--- config.mk ---
export PLATFORM = sky130hd
export DESIGN_NAME = mpeg2_inverse_scan_dequant_core
export DESIGN_NICKNAME = d
export VERILOG_FILES = /design/src/sv/isdq_pkg.sv /design/src/sv/isdq_ram.sv /design/src/sv/isdq_front.sv /design/src/sv/isdq_queue.sv /design/src/sv/isdq_back.sv /design/src/sv/mpeg2_inverse_scan_dequant_core.sv
export SDC_FILE = /design/constraint.sdc
export NUM_CORES = 2
export LEC_CHECK = 0
export ABC_AREA = 1
export BUFFER_PORTS_ARGS = -buffer_cell sky130_fd_sc_hd__buf_4
export CAP_MARGIN = 15
export CORE_MARGIN = 3
export CORE_UTILIZATION = 44
export DETAILED_ROUTE_END_ITERATION = 8
export GPL_TIMING_DRIVEN = 1
export PLACE_DENSITY = 0.57
export SETUP_SLACK_MARGIN = 0.5
export SLEW_MARGIN = 15
export SYNTH_ARGS = -nofsm -noshare
export SYNTH_HDL_FRONTEND = slang
export SYNTH_HIERARCHICAL = 1
export SYNTH_SLANG_ARGS = --single-unit
--- constraint.sdc ---
create_clock -name clk -period 6.5 [get_ports clk]
set_input_delay 1.3 -clock clk [delete_from_list [all_inputs] [get_ports clk]]
set_output_delay 1.3 -clock clk [all_outputs]
set_load 0.02 [all_outputs]
--- src/sv/isdq_pkg.sv ---
`timescale 1ns / 1ps
// Shared types, constants, scan tables and helper functions of the
// inverse scan / dequantizer. No dependencies.
package isdq_pkg;

  // Input op codes
  localparam logic [1:0] OP_COEF     = 2'd0;
  localparam logic [1:0] OP_INTRA_WT = 2'd1;
  localparam logic [1:0] OP_INTER_WT = 2'd2;

  // Register indexes on the configuration port
  localparam logic [2:0] REG_SCALE_TYPE   = 3'd0;
  localparam logic [2:0] REG_SCALE_CODE   = 3'd1;
  localparam logic [2:0] REG_INTRA_MODE   = 3'd2;
  localparam logic [2:0] REG_DC_PRECISION = 3'd3;
  localparam logic [2:0] REG_ALT_SCAN     = 3'd4;

  localparam int BLOCK_SIZE    = 64;
  localparam int QUEUE_DEPTH   = 4;
  localparam logic [5:0] LAST_POS = 6'd63;
  localparam logic [4:0] SCALE_CODE_RESET = 5'd1;

  // Request as seen on the input port
  typedef struct packed {
    logic [1:0]        op;
    logic [5:0]        position;
    logic signed [11:0] coef_in;
    logic [7:0]        weight;
    logic              end_block;
  } cmd_t;

  // One emitted coefficient
  typedef struct packed {
    logic [5:0]         raster_pos;
    logic signed [11:0] coef_out;
    logic               last;
  } result_t;

  // Classified request kinds held in the queue
  typedef enum logic [1:0] {
    KIND_COEF,
    KIND_INTRA_W,
    KIND_INTER_W
  } kind_t;

  typedef struct packed {
    kind_t              kind;
    logic [5:0]         position;
    logic signed [11:0] coef;
    logic [7:0]         weight;
    logic               end_block;
  } item_t;

  // Configuration register set
  typedef struct packed {
    logic       scale_type;
    logic [4:0] scale_code;
    logic       intra_mode;
    logic [1:0] dc_precision;
    logic       alt_scan;
  } cfg_t;

  // Scan index for each raster position
  localparam logic [5:0] ZIGZAG_SCAN [64] = '{
    6'd0,  6'd1,  6'd5,  6'd6,  6'd14, 6'd15, 6'd27, 6'd28,
    6'd2,  6'd4,  6'd7,  6'd13, 6'd16, 6'd26, 6'd29, 6'd42,
    6'd3,  6'd8,  6'd12, 6'd17, 6'd25, 6'd30, 6'd41, 6'd43,
    6'd9,  6'd11, 6'd18, 6'd24, 6'd31, 6'd40, 6'd44, 6'd53,
    6'd10, 6'd19, 6'd23, 6'd32, 6'd39, 6'd45, 6'd52, 6'd54,
    6'd20, 6'd22, 6'd33, 6'd38, 6'd46, 6'd51, 6'd55, 6'd60,
    6'd21, 6'd34, 6'd37, 6'd47, 6'd50, 6'd56, 6'd59, 6'd61,
    6'd35, 6'd36, 6'd48, 6'd49, 6'd57, 6'd58, 6'd62, 6'd63
  };

  localparam logic [5:0] ALT_SCAN [64] = '{
    6'd0,  6'd4,  6'd6,  6'd20, 6'd22, 6'd36, 6'd38, 6'd52,
    6'd1,  6'd5,  6'd7,  6'd21, 6'd23, 6'd37, 6'd39, 6'd53,
    6'd2,  6'd8,  6'd19, 6'd24, 6'd34, 6'd40, 6'd50, 6'd54,
    6'd3,  6'd9,  6'd18, 6'd25, 6'd35, 6'd41, 6'd51, 6'd55,
    6'd10, 6'd17, 6'd26, 6'd30, 6'd42, 6'd46, 6'd56, 6'd60,
    6'd11, 6'd16, 6'd27, 6'd31, 6'd43, 6'd47, 6'd57, 6'd61,
    6'd12, 6'd15, 6'd28, 6'd32, 6'd44, 6'd48, 6'd58, 6'd62,
    6'd13, 6'd14, 6'd29, 6'd33, 6'd45, 6'd49, 6'd59, 6'd63
  };

  localparam logic [6:0] NONLIN_SCALE [32] = '{
    7'd0,  7'd1,  7'd2,  7'd3,  7'd4,  7'd5,  7'd6,  7'd7,
    7'd8,  7'd10, 7'd12, 7'd14, 7'd16, 7'd18, 7'd20, 7'd22,
    7'd24, 7'd28, 7'd32, 7'd36, 7'd40, 7'd44, 7'd48, 7'd52,
    7'd56, 7'd64, 7'd72, 7'd80, 7'd88, 7'd96, 7'd104, 7'd112
  };

  // Raster position -> scan index
  function automatic logic [5:0] scan_pos(input logic alt, input logic [5:0] idx);
    scan_pos = alt ? ALT_SCAN[idx] : ZIGZAG_SCAN[idx];
  endfunction

  // Quantizer scale from type and code
  function automatic logic [6:0] quant_scale(input logic typ, input logic [4:0] code);
    quant_scale = typ ? NONLIN_SCALE[code] : {1'b0, code, 1'b0};
  endfunction

  // Clamp to the 12-bit signed range
  function automatic logic [11:0] sat12(input logic signed [30:0] v);
    if (v > 31'sd2047) begin
      sat12 = 12'h7FF;
    end else if (v < -31'sd2048) begin
      sat12 = 12'h800;
    end else begin
      sat12 = v[11:0];
    end
  endfunction

endpackage

--- src/sv/isdq_ram.sv ---
`timescale 1ns / 1ps
// Generic single-write, single-read RAM with registered read data.
// No dependencies.
module isdq_ram #(
  parameter int WIDTH = 8,
  parameter int DEPTH = 64
) (
  input  logic                     clk,
  input  logic                     we,
  input  logic [$clog2(DEPTH)-1:0] waddr,
  input  logic [WIDTH-1:0]         wdata,
  input  logic [$clog2(DEPTH)-1:0] raddr,
  output logic [WIDTH-1:0]         rdata
);

  logic [WIDTH-1:0] mem [DEPTH];

  always_ff @(posedge clk) begin
    if (we) begin
      mem[waddr] <= wdata;
    end
    rdata <= mem[raddr];
  end

endmodule

--- src/sv/isdq_front.sv ---
`timescale 1ns / 1ps
// Front end: takes requests on the command port and classifies them for the queue.
// Depends on isdq_pkg.
module isdq_front (
  input  logic                 start,
  input  isdq_pkg::cmd_t       cmd,
  input  logic                 full,
  output logic                 busy,
  output logic                 push,
  output isdq_pkg::item_t      push_item
);

  logic accept;
  logic known;

  // Request taken whenever the queue has room
  assign busy   = full;
  assign accept = start && !busy;

  // Classify the op; the unused code is dropped here
  always_comb begin
    known          = 1'b1;
    push_item.kind = isdq_pkg::KIND_COEF;
    case (cmd.op)
      isdq_pkg::OP_COEF:     push_item.kind = isdq_pkg::KIND_COEF;
      isdq_pkg::OP_INTRA_WT: push_item.kind = isdq_pkg::KIND_INTRA_W;
      isdq_pkg::OP_INTER_WT: push_item.kind = isdq_pkg::KIND_INTER_W;
      default:               known = 1'b0;
    endcase
    push_item.position  = cmd.position;
    push_item.coef      = cmd.coef_in;
    push_item.weight    = cmd.weight;
    // end flag only matters on coefficients
    push_item.end_block = cmd.end_block && (cmd.op == isdq_pkg::OP_COEF);
  end

  assign push = accept && known;

endmodule

--- src/sv/isdq_queue.sv ---
`timescale 1ns / 1ps
// Short FIFO of classified requests between front and back end.
// Depends on isdq_pkg.
module isdq_queue #(
  parameter int DEPTH = isdq_pkg::QUEUE_DEPTH
) (
  input  logic             clk,
  input  logic             rst,
  input  logic             push,
  input  isdq_pkg::item_t  push_item,
  input  logic             pop,
  output isdq_pkg::item_t  head,
  output logic             full,
  output logic             empty
);

  localparam int PW = (DEPTH > 1) ? $clog2(DEPTH) : 1;
  localparam int CW = $clog2(DEPTH + 1);

  isdq_pkg::item_t entries [DEPTH];
  logic [PW-1:0]   rd_ptr;
  logic [PW-1:0]   wr_ptr;
  logic [CW-1:0]   count;

  assign full  = (count == CW'(DEPTH));
  assign empty = (count == '0);
  assign head  = entries[rd_ptr];

  // Storage
  always_ff @(posedge clk) begin
    if (push) begin
      entries[wr_ptr] <= push_item;
    end
  end

  // Pointers and fill count
  always_ff @(posedge clk) begin
    if (rst) begin
      rd_ptr <= '0;
      wr_ptr <= '0;
      count  <= '0;
    end else begin
      if (push) begin
        wr_ptr <= (wr_ptr == PW'(DEPTH - 1)) ? '0 : wr_ptr + 1'b1;
      end
      if (pop) begin
        rd_ptr <= (rd_ptr == PW'(DEPTH - 1)) ? '0 : rd_ptr + 1'b1;
      end
      case ({push, pop})
        2'b10:   count <= count + 1'b1;
        2'b01:   count <= count - 1'b1;
        default: count <= count;
      endcase
    end
  end

  // No overflow or underflow
  a_no_overflow: assert property (@(posedge clk) disable iff (rst) !(push && full))
    else $error("queue push while full");
  a_no_underflow: assert property (@(posedge clk) disable iff (rst) !(pop && empty))
    else $error("queue pop while empty");

endmodule

--- src/sv/isdq_back.sv ---
`timescale 1ns / 1ps
// Back end: executes queued requests, holds the coefficient buffer and weight
// matrices, and runs the dequantization pipeline. Depends on isdq_pkg, isdq_ram.
module isdq_back (
  input  logic                clk,
  input  logic                rst,
  input  isdq_pkg::cfg_t      cfg,
  input  logic                empty,
  input  isdq_pkg::item_t     head,
  output logic                pop,
  output logic                strobe,
  output isdq_pkg::result_t   result
);

  typedef enum logic {
    ST_IDLE,
    ST_EMIT
  } state_t;

  state_t      state;
  logic [5:0]  cnt;
  logic [63:0] coef_vld;
  logic        emit;
  logic [5:0]  scan_addr;

  logic        coef_we;
  logic        intra_we;
  logic        inter_we;
  logic [11:0] coef_rd;
  logic [7:0]  intra_rd;
  logic [7:0]  inter_rd;

  // Pipeline registers
  logic        a_valid, b_valid, c_valid;
  logic [5:0]  a_pos, b_pos, c_pos;
  logic        a_vld;
  logic [6:0]  scale_r;
  logic signed [22:0] b_m1;
  logic signed [30:0] c_m2;
  logic signed [11:0] b_q, c_q;
  logic        b_dc, c_dc;
  logic        b_qpos, c_qpos;
  logic        b_qneg, c_qneg;

  // Stage A signals
  logic signed [11:0] q;
  logic        q_pos, q_neg;
  logic [7:0]  w;
  logic signed [13:0] sgn14;
  logic signed [13:0] base;
  logic signed [22:0] m1;

  // Stage B/C signals
  logic signed [30:0] m2;
  logic [1:0]         dc_shift;
  logic signed [14:0] dc_val;
  logic signed [30:0] adj;
  logic signed [30:0] quo;
  logic signed [30:0] ac_val;
  isdq_pkg::result_t  res_next;

  // Request execution only while not emitting
  assign emit      = (state == ST_EMIT);
  assign pop       = (state == ST_IDLE) && !empty;
  assign coef_we   = pop && (head.kind == isdq_pkg::KIND_COEF);
  assign intra_we  = pop && (head.kind == isdq_pkg::KIND_INTRA_W);
  assign inter_we  = pop && (head.kind == isdq_pkg::KIND_INTER_W);
  assign scan_addr = isdq_pkg::scan_pos(cfg.alt_scan, cnt);

  isdq_ram #(.WIDTH(12), .DEPTH(isdq_pkg::BLOCK_SIZE)) u_coef_ram (
    .clk   (clk),
    .we    (coef_we),
    .waddr (head.position),
    .wdata (head.coef),
    .raddr (scan_addr),
    .rdata (coef_rd)
  );

  isdq_ram #(.WIDTH(8), .DEPTH(isdq_pkg::BLOCK_SIZE)) u_intra_ram (
    .clk   (clk),
    .we    (intra_we),
    .waddr (head.position),
    .wdata (head.weight),
    .raddr (cnt),
    .rdata (intra_rd)
  );

  isdq_ram #(.WIDTH(8), .DEPTH(isdq_pkg::BLOCK_SIZE)) u_inter_ram (
    .clk   (clk),
    .we    (inter_we),
    .waddr (head.position),
    .wdata (head.weight),
    .raddr (cnt),
    .rdata (inter_rd)
  );

  // Stage A: coefficient and weight product
  always_comb begin
    q     = a_vld ? $signed(coef_rd) : 12'sd0;
    q_neg = q[11];
    q_pos = !q[11] && (q != 12'sd0);
    w     = cfg.intra_mode ? intra_rd : inter_rd;
    sgn14 = q_neg ? -14'sd1 : (q_pos ? 14'sd1 : 14'sd0);
    base  = $signed({q[11], q, 1'b0}) + (cfg.intra_mode ? 14'sd0 : sgn14);
    m1    = base * $signed({1'b0, w});
  end

  // Stage B: times quantizer scale
  assign m2 = b_m1 * $signed({1'b0, scale_r});

  // Stage C: divide by 32 toward zero, force odd, saturate; DC path aside
  always_comb begin
    dc_shift = 2'd3 - cfg.dc_precision;
    dc_val   = $signed({{3{c_q[11]}}, c_q}) <<< dc_shift;
    adj      = c_m2 + (c_m2[30] ? 31'sd31 : 31'sd0);
    quo      = adj >>> 5;
    ac_val   = quo;
    if ((c_qpos || c_qneg) && !quo[0]) begin
      ac_val = c_qpos ? quo - 31'sd1 : quo + 31'sd1;
    end
    res_next.raster_pos = c_pos;
    res_next.coef_out   = c_dc ? $signed(isdq_pkg::sat12({{16{dc_val[14]}}, dc_val}))
                               : $signed(isdq_pkg::sat12(ac_val));
    res_next.last       = (c_pos == isdq_pkg::LAST_POS);
  end

  // Datapath registers
  always_ff @(posedge clk) begin
    scale_r <= isdq_pkg::quant_scale(cfg.scale_type, cfg.scale_code);
    a_pos   <= cnt;
    a_vld   <= coef_vld[scan_addr];
    b_m1    <= m1;
    b_pos   <= a_pos;
    b_q     <= q;
    b_dc    <= cfg.intra_mode && (a_pos == 6'd0);
    b_qpos  <= q_pos;
    b_qneg  <= q_neg;
    c_m2    <= m2;
    c_pos   <= b_pos;
    c_q     <= b_q;
    c_dc    <= b_dc;
    c_qpos  <= b_qpos;
    c_qneg  <= b_qneg;
  end

  // Sequencer, buffer valid bits and registered outputs
  always_ff @(posedge clk) begin
    result <= res_next;
    if (rst) begin
      state    <= ST_IDLE;
      cnt      <= '0;
      coef_vld <= '0;
      a_valid  <= 1'b0;
      b_valid  <= 1'b0;
      c_valid  <= 1'b0;
      strobe   <= 1'b0;
    end else begin
      a_valid <= emit;
      b_valid <= a_valid;
      c_valid <= b_valid;
      strobe  <= c_valid;
      case (state)
        ST_IDLE: begin
          if (coef_we) begin
            coef_vld[head.position] <= 1'b1;
            if (head.end_block) begin
              state <= ST_EMIT;
              cnt   <= '0;
            end
          end
        end
        ST_EMIT: begin
          cnt <= cnt + 1'b1;
          if (cnt == isdq_pkg::LAST_POS) begin
            state    <= ST_IDLE;
            coef_vld <= '0;
          end
        end
        default: state <= ST_IDLE;
      endcase
    end
  end

  // Buffer is empty once the last position has been read out
  a_buf_cleared: assert property (@(posedge clk) disable iff (rst)
      (emit && (cnt == isdq_pkg::LAST_POS)) |=> (coef_vld == '0))
    else $error("coefficient buffer not cleared after emission");
  // A block comes out as one unbroken run
  a_run_contiguous: assert property (@(posedge clk) disable iff (rst)
      (strobe && !result.last) |=> strobe)
    else $error("gap inside a result run");
  // Blocks never abut without a gap
  a_run_gap: assert property (@(posedge clk) disable iff (rst)
      (strobe && result.last) |=> !strobe)
    else $error("result directly after last of block");

endmodule

--- src/sv/mpeg2_inverse_scan_dequant_core.sv ---
`timescale 1ns / 1ps
// Top level of the inverse scan / dequantizer: configuration registers and
// front end, queue and back end. Depends on isdq_pkg and all isdq_* modules.
//
// Usage:
//   Requests enter on cmd and are taken at a clock edge with start high and
//   busy low. op 0 stores a quantized coefficient at its scan index, ops 1
//   and 2 load an intra or non-intra weight at its raster index, op 3 is
//   taken and dropped. A coefficient with end_block set starts read-out.
//   Read-out gives 64 results in raster order on result, one per cycle, each
//   marked by strobe for one cycle; last flags raster position 63. The
//   coefficient buffer is empty again after the read-out.
//   Throughput is one request per cycle while busy is low. An end-of-block
//   request occupies the back end while it executes and while the read
//   counter steps through all 64 positions; meanwhile the request queue
//   (QUEUE_DEPTH entries) can fill, and then busy rises. The first result of
//   a block passes the queue, the sequencer state, the buffer read, two
//   multiplier stages and the output register. Results cannot be held off.
//   Registers must be written over the APB port only while no block is in
//   flight; the block itself does not enforce this. Reset clears the buffer,
//   the queue and the pipeline; weights stay undefined until loaded.
module mpeg2_inverse_scan_dequant_core #(
  parameter int QUEUE_DEPTH = isdq_pkg::QUEUE_DEPTH
) (
  input  logic                clk,
  input  logic                rst,
  // command channel
  input  logic                start,
  input  isdq_pkg::cmd_t      cmd,
  output logic                busy,
  // result channel
  output logic                strobe,
  output isdq_pkg::result_t   result,
  // configuration port
  input  logic                psel,
  input  logic                penable,
  input  logic                pwrite,
  input  logic [4:0]          paddr,
  input  logic [31:0]         pwdata,
  output logic [31:0]         prdata,
  output logic                pready
);

  isdq_pkg::cfg_t  cfg;
  logic            scale_type;
  logic [4:0]      scale_code;
  logic            intra_mode;
  logic [1:0]      dc_precision;
  logic            alt_scan;
  logic            reg_wr;
  logic [2:0]      reg_idx;

  logic            full;
  logic            empty;
  logic            push;
  logic            pop;
  isdq_pkg::item_t push_item;
  isdq_pkg::item_t head;

  // APB register access
  assign pready  = 1'b1;
  assign reg_idx = paddr[4:2];
  assign reg_wr  = psel && penable && pwrite && pready;

  always_ff @(posedge clk) begin
    if (rst) begin
      scale_type   <= 1'b0;
      scale_code   <= isdq_pkg::SCALE_CODE_RESET;
      intra_mode   <= 1'b0;
      dc_precision <= 2'd0;
      alt_scan     <= 1'b0;
    end else if (reg_wr) begin
      case (reg_idx)
        isdq_pkg::REG_SCALE_TYPE:   scale_type   <= pwdata[0];
        isdq_pkg::REG_SCALE_CODE:   scale_code   <= pwdata[4:0];
        isdq_pkg::REG_INTRA_MODE:   intra_mode   <= pwdata[0];
        isdq_pkg::REG_DC_PRECISION: dc_precision <= pwdata[1:0];
        isdq_pkg::REG_ALT_SCAN:     alt_scan     <= pwdata[0];
        default: ;
      endcase
    end
  end

  // Read-back mux
  always_comb begin
    case (reg_idx)
      isdq_pkg::REG_SCALE_TYPE:   prdata = {31'd0, scale_type};
      isdq_pkg::REG_SCALE_CODE:   prdata = {27'd0, scale_code};
      isdq_pkg::REG_INTRA_MODE:   prdata = {31'd0, intra_mode};
      isdq_pkg::REG_DC_PRECISION: prdata = {30'd0, dc_precision};
      isdq_pkg::REG_ALT_SCAN:     prdata = {31'd0, alt_scan};
      default:                    prdata = 32'd0;
    endcase
  end

  assign cfg.scale_type   = scale_type;
  assign cfg.scale_code   = scale_code;
  assign cfg.intra_mode   = intra_mode;
  assign cfg.dc_precision = dc_precision;
  assign cfg.alt_scan     = alt_scan;

  isdq_front u_front (
    .start     (start),
    .cmd       (cmd),
    .full      (full),
    .busy      (busy),
    .push      (push),
    .push_item (push_item)
  );

  isdq_queue #(.DEPTH(QUEUE_DEPTH)) u_queue (
    .clk       (clk),
    .rst       (rst),
    .push      (push),
    .push_item (push_item),
    .pop       (pop),
    .head      (head),
    .full      (full),
    .empty     (empty)
  );

  isdq_back u_back (
    .clk    (clk),
    .rst    (rst),
    .cfg    (cfg),
    .empty  (empty),
    .head   (head),
    .pop    (pop),
    .strobe (strobe),
    .result (result)
  );

endmodule

# After elaboration in Yosys (flattened, before gate mapping)
# Memories as Yosys holds them, arrays and structs flattened. A register that Yosys moved wholly into a read port is not among the register bits.
# Index checks and enable logic that the tools add are counted.
# classes
n_bitwise	4
n_lt_le_gt_ge	9
eq_ne	18
n_mul	2
n_reduce_logical	33
shift	1
muxes	51
add_sub_neg	10
# ops
op	n
64-bit two-way mux	2
64-bit case mux with 2 select lines	1
12-bit two-way mux	6
64-bit OR	1
31-bit two-way mux	2
6-bit two-way mux	8
31-bit by 6-bit adder with 31-bit output	1
31-bit by 12-bit > comparator with 1-bit output, second input constant	1
31-bit by 12-bit < comparator with 1-bit output, second input constant	1
23-bit by 8-bit multiplier with 31-bit output	1
14-bit two-way mux	2
26-bit by 2-bit adder with 27-bit output, second input constant	1
26-bit by 2-bit subtractor with 27-bit output, second input constant	1
5-bit case mux with 5 select lines	1
14-bit by 9-bit multiplier with 23-bit output	1
15-bit by 12-bit > comparator with 1-bit output, second input constant	1
15-bit by 12-bit < comparator with 1-bit output, second input constant	1
1-bit two-way mux	15
12-bit by 2-bit <<< shifter with 15-bit output	1
13-bit by 14-bit adder with 14-bit output	1
6-bit by 7-bit < comparator with 1-bit output, second input constant	2
7-bit two-way mux	2
2-bit AND reduction	7
1-bit logical AND	13
other kinds (36)	55
# word_totals
rom_bits	992
reg_bits	221
inputBits	72
output_inout_bits	54
ramBits	1908
wordCells	169
mem_count	7
# mem_list
name	depth	width	rd	rd_clocked_by_memory_dff	write_ports	line_no	source
u_back.u_coef_ram.mem	64	12	1	1	1	isdq_ram.sv:16	logic [WIDTH-1:0] mem [DEPTH];
u_back.u_inter_ram.mem	64	8	1	1	1	isdq_ram.sv:16	
u_back.u_intra_ram.mem	64	8	1	1	1	isdq_ram.sv:16	
(name not given)	64	6	1	0	0	isdq_pkg.sv:95	scan_pos = alt ? ALT_SCAN[idx] : ZIGZAG_SCAN[idx];
(name not given)	64	6	1	0	0	isdq_pkg.sv:95	
(name not given)	32	7	1	0	0	isdq_pkg.sv:100	quant_scale = typ ? NONLIN_SCALE[code] : {1'b0, code, 1'b0};
1 more memories	-	-	-	-	-	-	

# Longest topological paths before layout
# depth
word_depth	9
ltp_mapped	37
depth_no_buf	36

# Cells and area by module
# Netlist, hierarchy kept.
# by_module_without_submodules
mod	cells_per_inst	area_per_inst_um2	seq_area_each_um2	n_inst
isdq_ram (u_back.u_inter_ram ...)	1805	21339.2	15534.9	2
isdq_ram (u_back.u_coef_ram)	2661	31675.4	23302.3	1
isdq_back	2976	21164.0	4043.9	1
isdq_queue	341	5071.1	3663.5	1
mpeg2_inverse_scan_dequant_core	121	768.2	200.2	1
isdq_front	38	246.5	0.0	1

# Worst setup path after synthesis
# Ideal clock, no wire load.
# synth_timing
kind	flip-flop to flip-flop
from	reg intra_mode
to	reg u_back.b_m1[19]
slack_ns	-0.094
path_stages_with_launch	34
path_buffers	2
synth_period_minus_slack_ns	6.594
t_arrival_ns	6.522
required_ns	6.428
setup_ns	0.072
path_cell_list	dfxtp_1 -> clkbuf_1 -> clkbuf_1 -> nor2_1 -> ha_1 -> a21o_1 -> a31oi_1 -> nor2_1 -> o21ai_0 -> nand2_1 -> nand3_1 -> o211ai_1 -> or2_2 -> nand2_1 -> inv_1 -> nand2_1 -> fa_1 -> fa_1 -> inv_1 -> fa_1 -> inv_1 -> fa_1 -> inv_1 -> ha_1 -> nand2_1 -> o21ai_0 -> a21o_1 -> a31oi_1 -> o21ai_0 -> a21oi_1 -> o21bai_1 -> nand2_1 -> o21bai_1 -> xor2_1
# synth_via
elab_chain_cells	3
word_cells_on_any_way	4
cone_classes	1 x add/sub; 1 x mul; 2 x mux
# synth_rtl
item	line_no	source
start, declared	mpeg2_inverse_scan_dequant_core.sv:47	logic intra_mode;
start signal, assigned	mpeg2_inverse_scan_dequant_core.sv:76	isdq_pkg::REG_INTRA_MODE: intra_mode <= pwdata[0];
14-bit two-way mux	isdq_back.sv:104	base = $signed({q[11], q, 1'b0}) + (cfg.intra_mode ? 14'sd0 : sgn14);
13-bit by 14-bit adder with 14-bit output	isdq_back.sv:104	
14-bit by 9-bit multiplier with 23-bit output *	isdq_back.sv:105	m1 = base * $signed({1'b0, w});
via u_back.m1[19]	isdq_back.sv:51	logic signed [22:0] m1;
end signal, assigned	isdq_back.sv:132	b_m1 <= m1;
end, declared	isdq_back.sv:38	logic signed [22:0] b_m1;
# Mark *: on every way through the listed nets, which the timed path passes. The rest lies on a longest branch.
# A chain may end at the register's enable or synchronous reset.

# Final worst setup path
# layout_timing
from	reg u_back.a_vld
to	reg u_back.b_m1[19]
# layout_via
elab_chain_cells	8
word_cells_on_any_way	9
cone_classes	1 x add/sub; 1 x mul; 4 x mux; 3 x reduce/logical
# layout_rtl
item	line_no	source
start, declared	isdq_back.sv:36	logic a_vld;
start signal, assigned	isdq_back.sv:131	a_vld <= coef_vld[scan_addr];
12-bit two-way mux *	isdq_back.sv:99	q = a_vld ? $signed(coef_rd) : 12'sd0;
12-bit nonzero test or 1-bit logical NOT (tied branches)	isdq_back.sv:101	q_pos = !q[11] && (q != 12'sd0);
1-bit logical AND	isdq_back.sv:101	
1-bit two-way mux	isdq_back.sv:103	sgn14 = q_neg ? -14'sd1 : (q_pos ? 14'sd1 : 14'sd0);
14-bit two-way mux	isdq_back.sv:103	
14-bit two-way mux	isdq_back.sv:104	
13-bit by 14-bit adder with 14-bit output *	isdq_back.sv:104	
14-bit by 9-bit multiplier with 23-bit output *	isdq_back.sv:105	
via u_back.m1[19]	isdq_back.sv:51	
# Marks and branches as above.

==> results.md <==
- Fin. max-slew vios: 0
- Mapped Cells: between 9000 and 10000
- Setup_tns: 0 ns
- Final antenna-violating net count: 0
- Top delay family on crit path: adder cells
- Total Die Area: 237000 sq um
- Per-cell routed wire length: about 21 um
- Syn avg cell area: 10.4 sq um
- Initial core utilization: 44.4%
- Routed WL: 266000 um
- Most used DFF post-synth: edfxtp_1
- Synthesized area: 102000 sq um
- Grt total ovfl: 0
- Vias in the first global route: 67500
- Die Y-Extent: 487 um
- Leakage: between 40 and 50 nW
- Met1 usage: 30.2%
- WHS: roughly 0.33 ns
- Placed instance area: 104000 sq um
- CP Capture Type: flip-flop
- Die Wd: 487 um
- Clock skew: 0.0841 ns
- Skew-Pair Late Insertion Delay: 0.87 ns
- Slowest stage cell, crit path: fa_1
- M2 GR Usage: between 30 and 40%
- Crit path time final: 6.07 ns
- Clk sinks: about 2200
- Synth-to-Final Area Change: 10.6%
- Most frequent cell after synthesis: nand2_1
- Critical path fanouts, max: 6
- EDFF count, synth: 1908
- DR DRC count: 0
- Dominant cell type by area after synthesis: edfxtp_1
- FF/Latch Area: 62300 sq um
- First-pass GRT wire length: 406000 um
- Critical Path Start Type: flip-flop
- Final core utilization: 49.2%
- Synth top area share: between 50% and 60%
- Placer's final routability congestion estimate: 0.911
- Endpoints failing setup: 0
- Multi-input logic area: 33900 sq um
- Clock transition at path regs: approximately 0.060 ns
- Buf/Inv on CP: 5
- Status: finished, final reports clean
- CTS buffer count: 218
- Core footprint: about 230000 sq um
- RSZ-0062 raised after global routing: true
- Max Cap Violations: 0
- Max-slew headroom: 20.1%
- Ys Warns: 6
- #FFs+latches synth: 2157
- Max frequency: about 0.16 GHz
- VDD IR max: 0.282 mV
- Fill count: 20600
- Total GRT Usage: 22.1%
- Drt via density: 5.34
- Crit-path max cell delay: 0.53 ns
- Largest cells by area after synthesis: edfxtp_1 56%, nand2_1 11%, nand3_1 8.2%
- DRT iter0 DRCs: 6131
- Largest net degree at the start of global routing: slightly below 200
- Synth cell count leaders: 3020 x nand2_1, 1908 x edfxtp_1, 1661 x nand3_1, 716 x inv_1, 461 x nor2_1
- Sequential element share of the synthesized area: 61.3%
- Clock root buffer master: clkbuf_16
- Busiest grt layer: met2
- Endpoints failing hold: 0
- Total power: ~45 mW
- P per Cell Area: 403 nW/um^2
- Crit Path Category: reg2reg
- Least-Margin Pin Slew: 1.19 ns
- Layout cells sized above 1: 9.01%
- Site Rows: 175
- Asr flop ratio synth: 0%
- Clock buffer depth: 3
- Yosys cell types: 73
- Fin area: approximately 110000 sq um
- Period utilization: 93.4%
- Met3 GRT Util: ~3%
- Initial antenna violation count: 15
- # H-tree levels: 4
- Port Buffer Count: 68
- Final #Nets: 10200
- Vias: around 69000
- Detail Placement HPWL: 159000 um
- Io pins: 126
- Critical Path RT: between 7 and 8 ns
- Crit path DAT: 6.82 ns
- DRT Pass-1 Iters: 5
- TritonCTS clock tree: done
- Hold crit path type: reg2reg
==> path summary, 6_finish.rpt <==
| kind | from | end | slack [ns] | cells after the start |
|---|---|---|---|---|
| setup / recovery | u_back/a_vld | u_back/b_m1[19] | 0.43 | 33 |
| hold / removal | u_back/b_qpos | u_back/c_qpos | 0.33 | 0 |
| setup reg to reg | u_back/a_vld | u_back/b_m1[19] | 0.43 | 33 |
| hold reg to reg | u_back/b_qpos | u_back/c_qpos | 0.33 | 0 |
==> cells by family after synthesis <==
kind of cell               Yosys count  share of synthesized area, %
AOI/OAI and AO/OA                  486                          2.87
xor gates and xnor gates            76                         0.677
buffers and inverters             1291                          6.33
and+or+nand+nor                   5358                          22.6
other                                2                       0.00739
adders and majority gates          375                          6.20
muxes                                2                        0.0197
DFF                               2157                          61.3
==> power breakdown <==
part	leakage, nW	switching, mW	internal [mW]	total, mW
Clock	3.46	5.43	6.92	12.4
Combinational	21.1	10.7	3.96	14.7
Sequential	19.2	0.380	17.9	18.2
==> registers in the layout, summed over array words and instances (netlist names), 12 cells and up, named ones only <==
signal and flops:
u_back/result 19, u_back/c_q 12, u_back/u_inter_ram/mem 512, u_back/u_coef_ram/mem 768
u_back/c_m2 31, u_back/u_intra_ram/mem 512, u_back/b_m1 23, u_back/coef_vld 64
u_back/u_coef_ram/rdata 12, u_back/b_q 12, u_queue/entries 116
==> metal layers <==
layer,part of all wire [%],wire length (um)
met1,43,116000
met2,47,126000
met3,5.8,15300
met4,3.3,8820
met5,0.0086,23
==> per-stage QoR <==
stage | std cells | setup WS (ns)
floorplan | 9773 | 0.507
global placement | 12500 | -0.0477
detailed placement | 12500 | -0.147
CTS | 12900 | 0.459
global route | 13000 | 0.0702
finish | 13000 | 0.428
==> repair_timing <==
item | 4_1_cts | 5_1_grt
endpoints found under the hold margin | 0 | 0
endpoints found under the setup margin | 10 | 11
gates cloned | 0 | 0
buffers inserted | 25 | 24
gates resized for setup | 53 | 74
hold buffers | 0 | 0
pin swaps | 44 | 70
==> cells in the final DEF, fill, tap and decap left out, types with 9 or more instances in the layout <==
cell | synthesis | routed
buf_4 | 101 | 276
o21ai_0 | 150 | 143
edfxtp_1 | 1908 | 1908
nor3_1 | 38 | 36
ha_1 | 161 | 144
nor4_1 | 31 | 22
a21o_1 | 13 | 13
xor2_1 | 45 | 44
inv_1 | 716 | 695
clkbuf_16 | 0 | 221
a21oi_1 | 176 | 168
nand2_4 | 3 | 10
nand2_1 | 3020 | 2999
nand4_1 | 52 | 52
bufinv_16 | 0 | 14
clkinv_1 | 6 | 54
buf_12 | 2 | 14
clkinv_16 | 0 | 10
inv_2 | 29 | 40
nand3_1 | 1661 | 1655
nand3_2 | 4 | 10
a31oi_1 | 14 | 9
clkinv_2 | 0 | 44
fa_1 | 214 | 209
diode_2 | 0 | 10
ha_4 | 0 | 16
nor4_2 | 6 | 14
nor2_4 | 27 | 31
nand2_2 | 15 | 29
o22ai_4 | 0 | 24
conb_1 | 2 | 28
xnor2_1 | 28 | 28
clkbuf_1 | 98 | 42
inv_6 | 4 | 11
nor2_2 | 15 | 37
o211ai_1 | 48 | 48
dfxtp_1 | 249 | 241
nor2_1 | 461 | 435
==> cell type report <==
class | count | share of cell area, %
clock buffers | 272 | 5.15
inverters | 755 | 2.57
flip-flops and latches | 2157 | 55.4
well taps | 3009 | 3.35
clock inverters | 133 | 1.16
diodes | 10 | 0.0223
multi-input cells | 6325 | 30.2
repair buffers | 295 | 2.16
No activity file was read; power rests on OpenSTA's default activity.
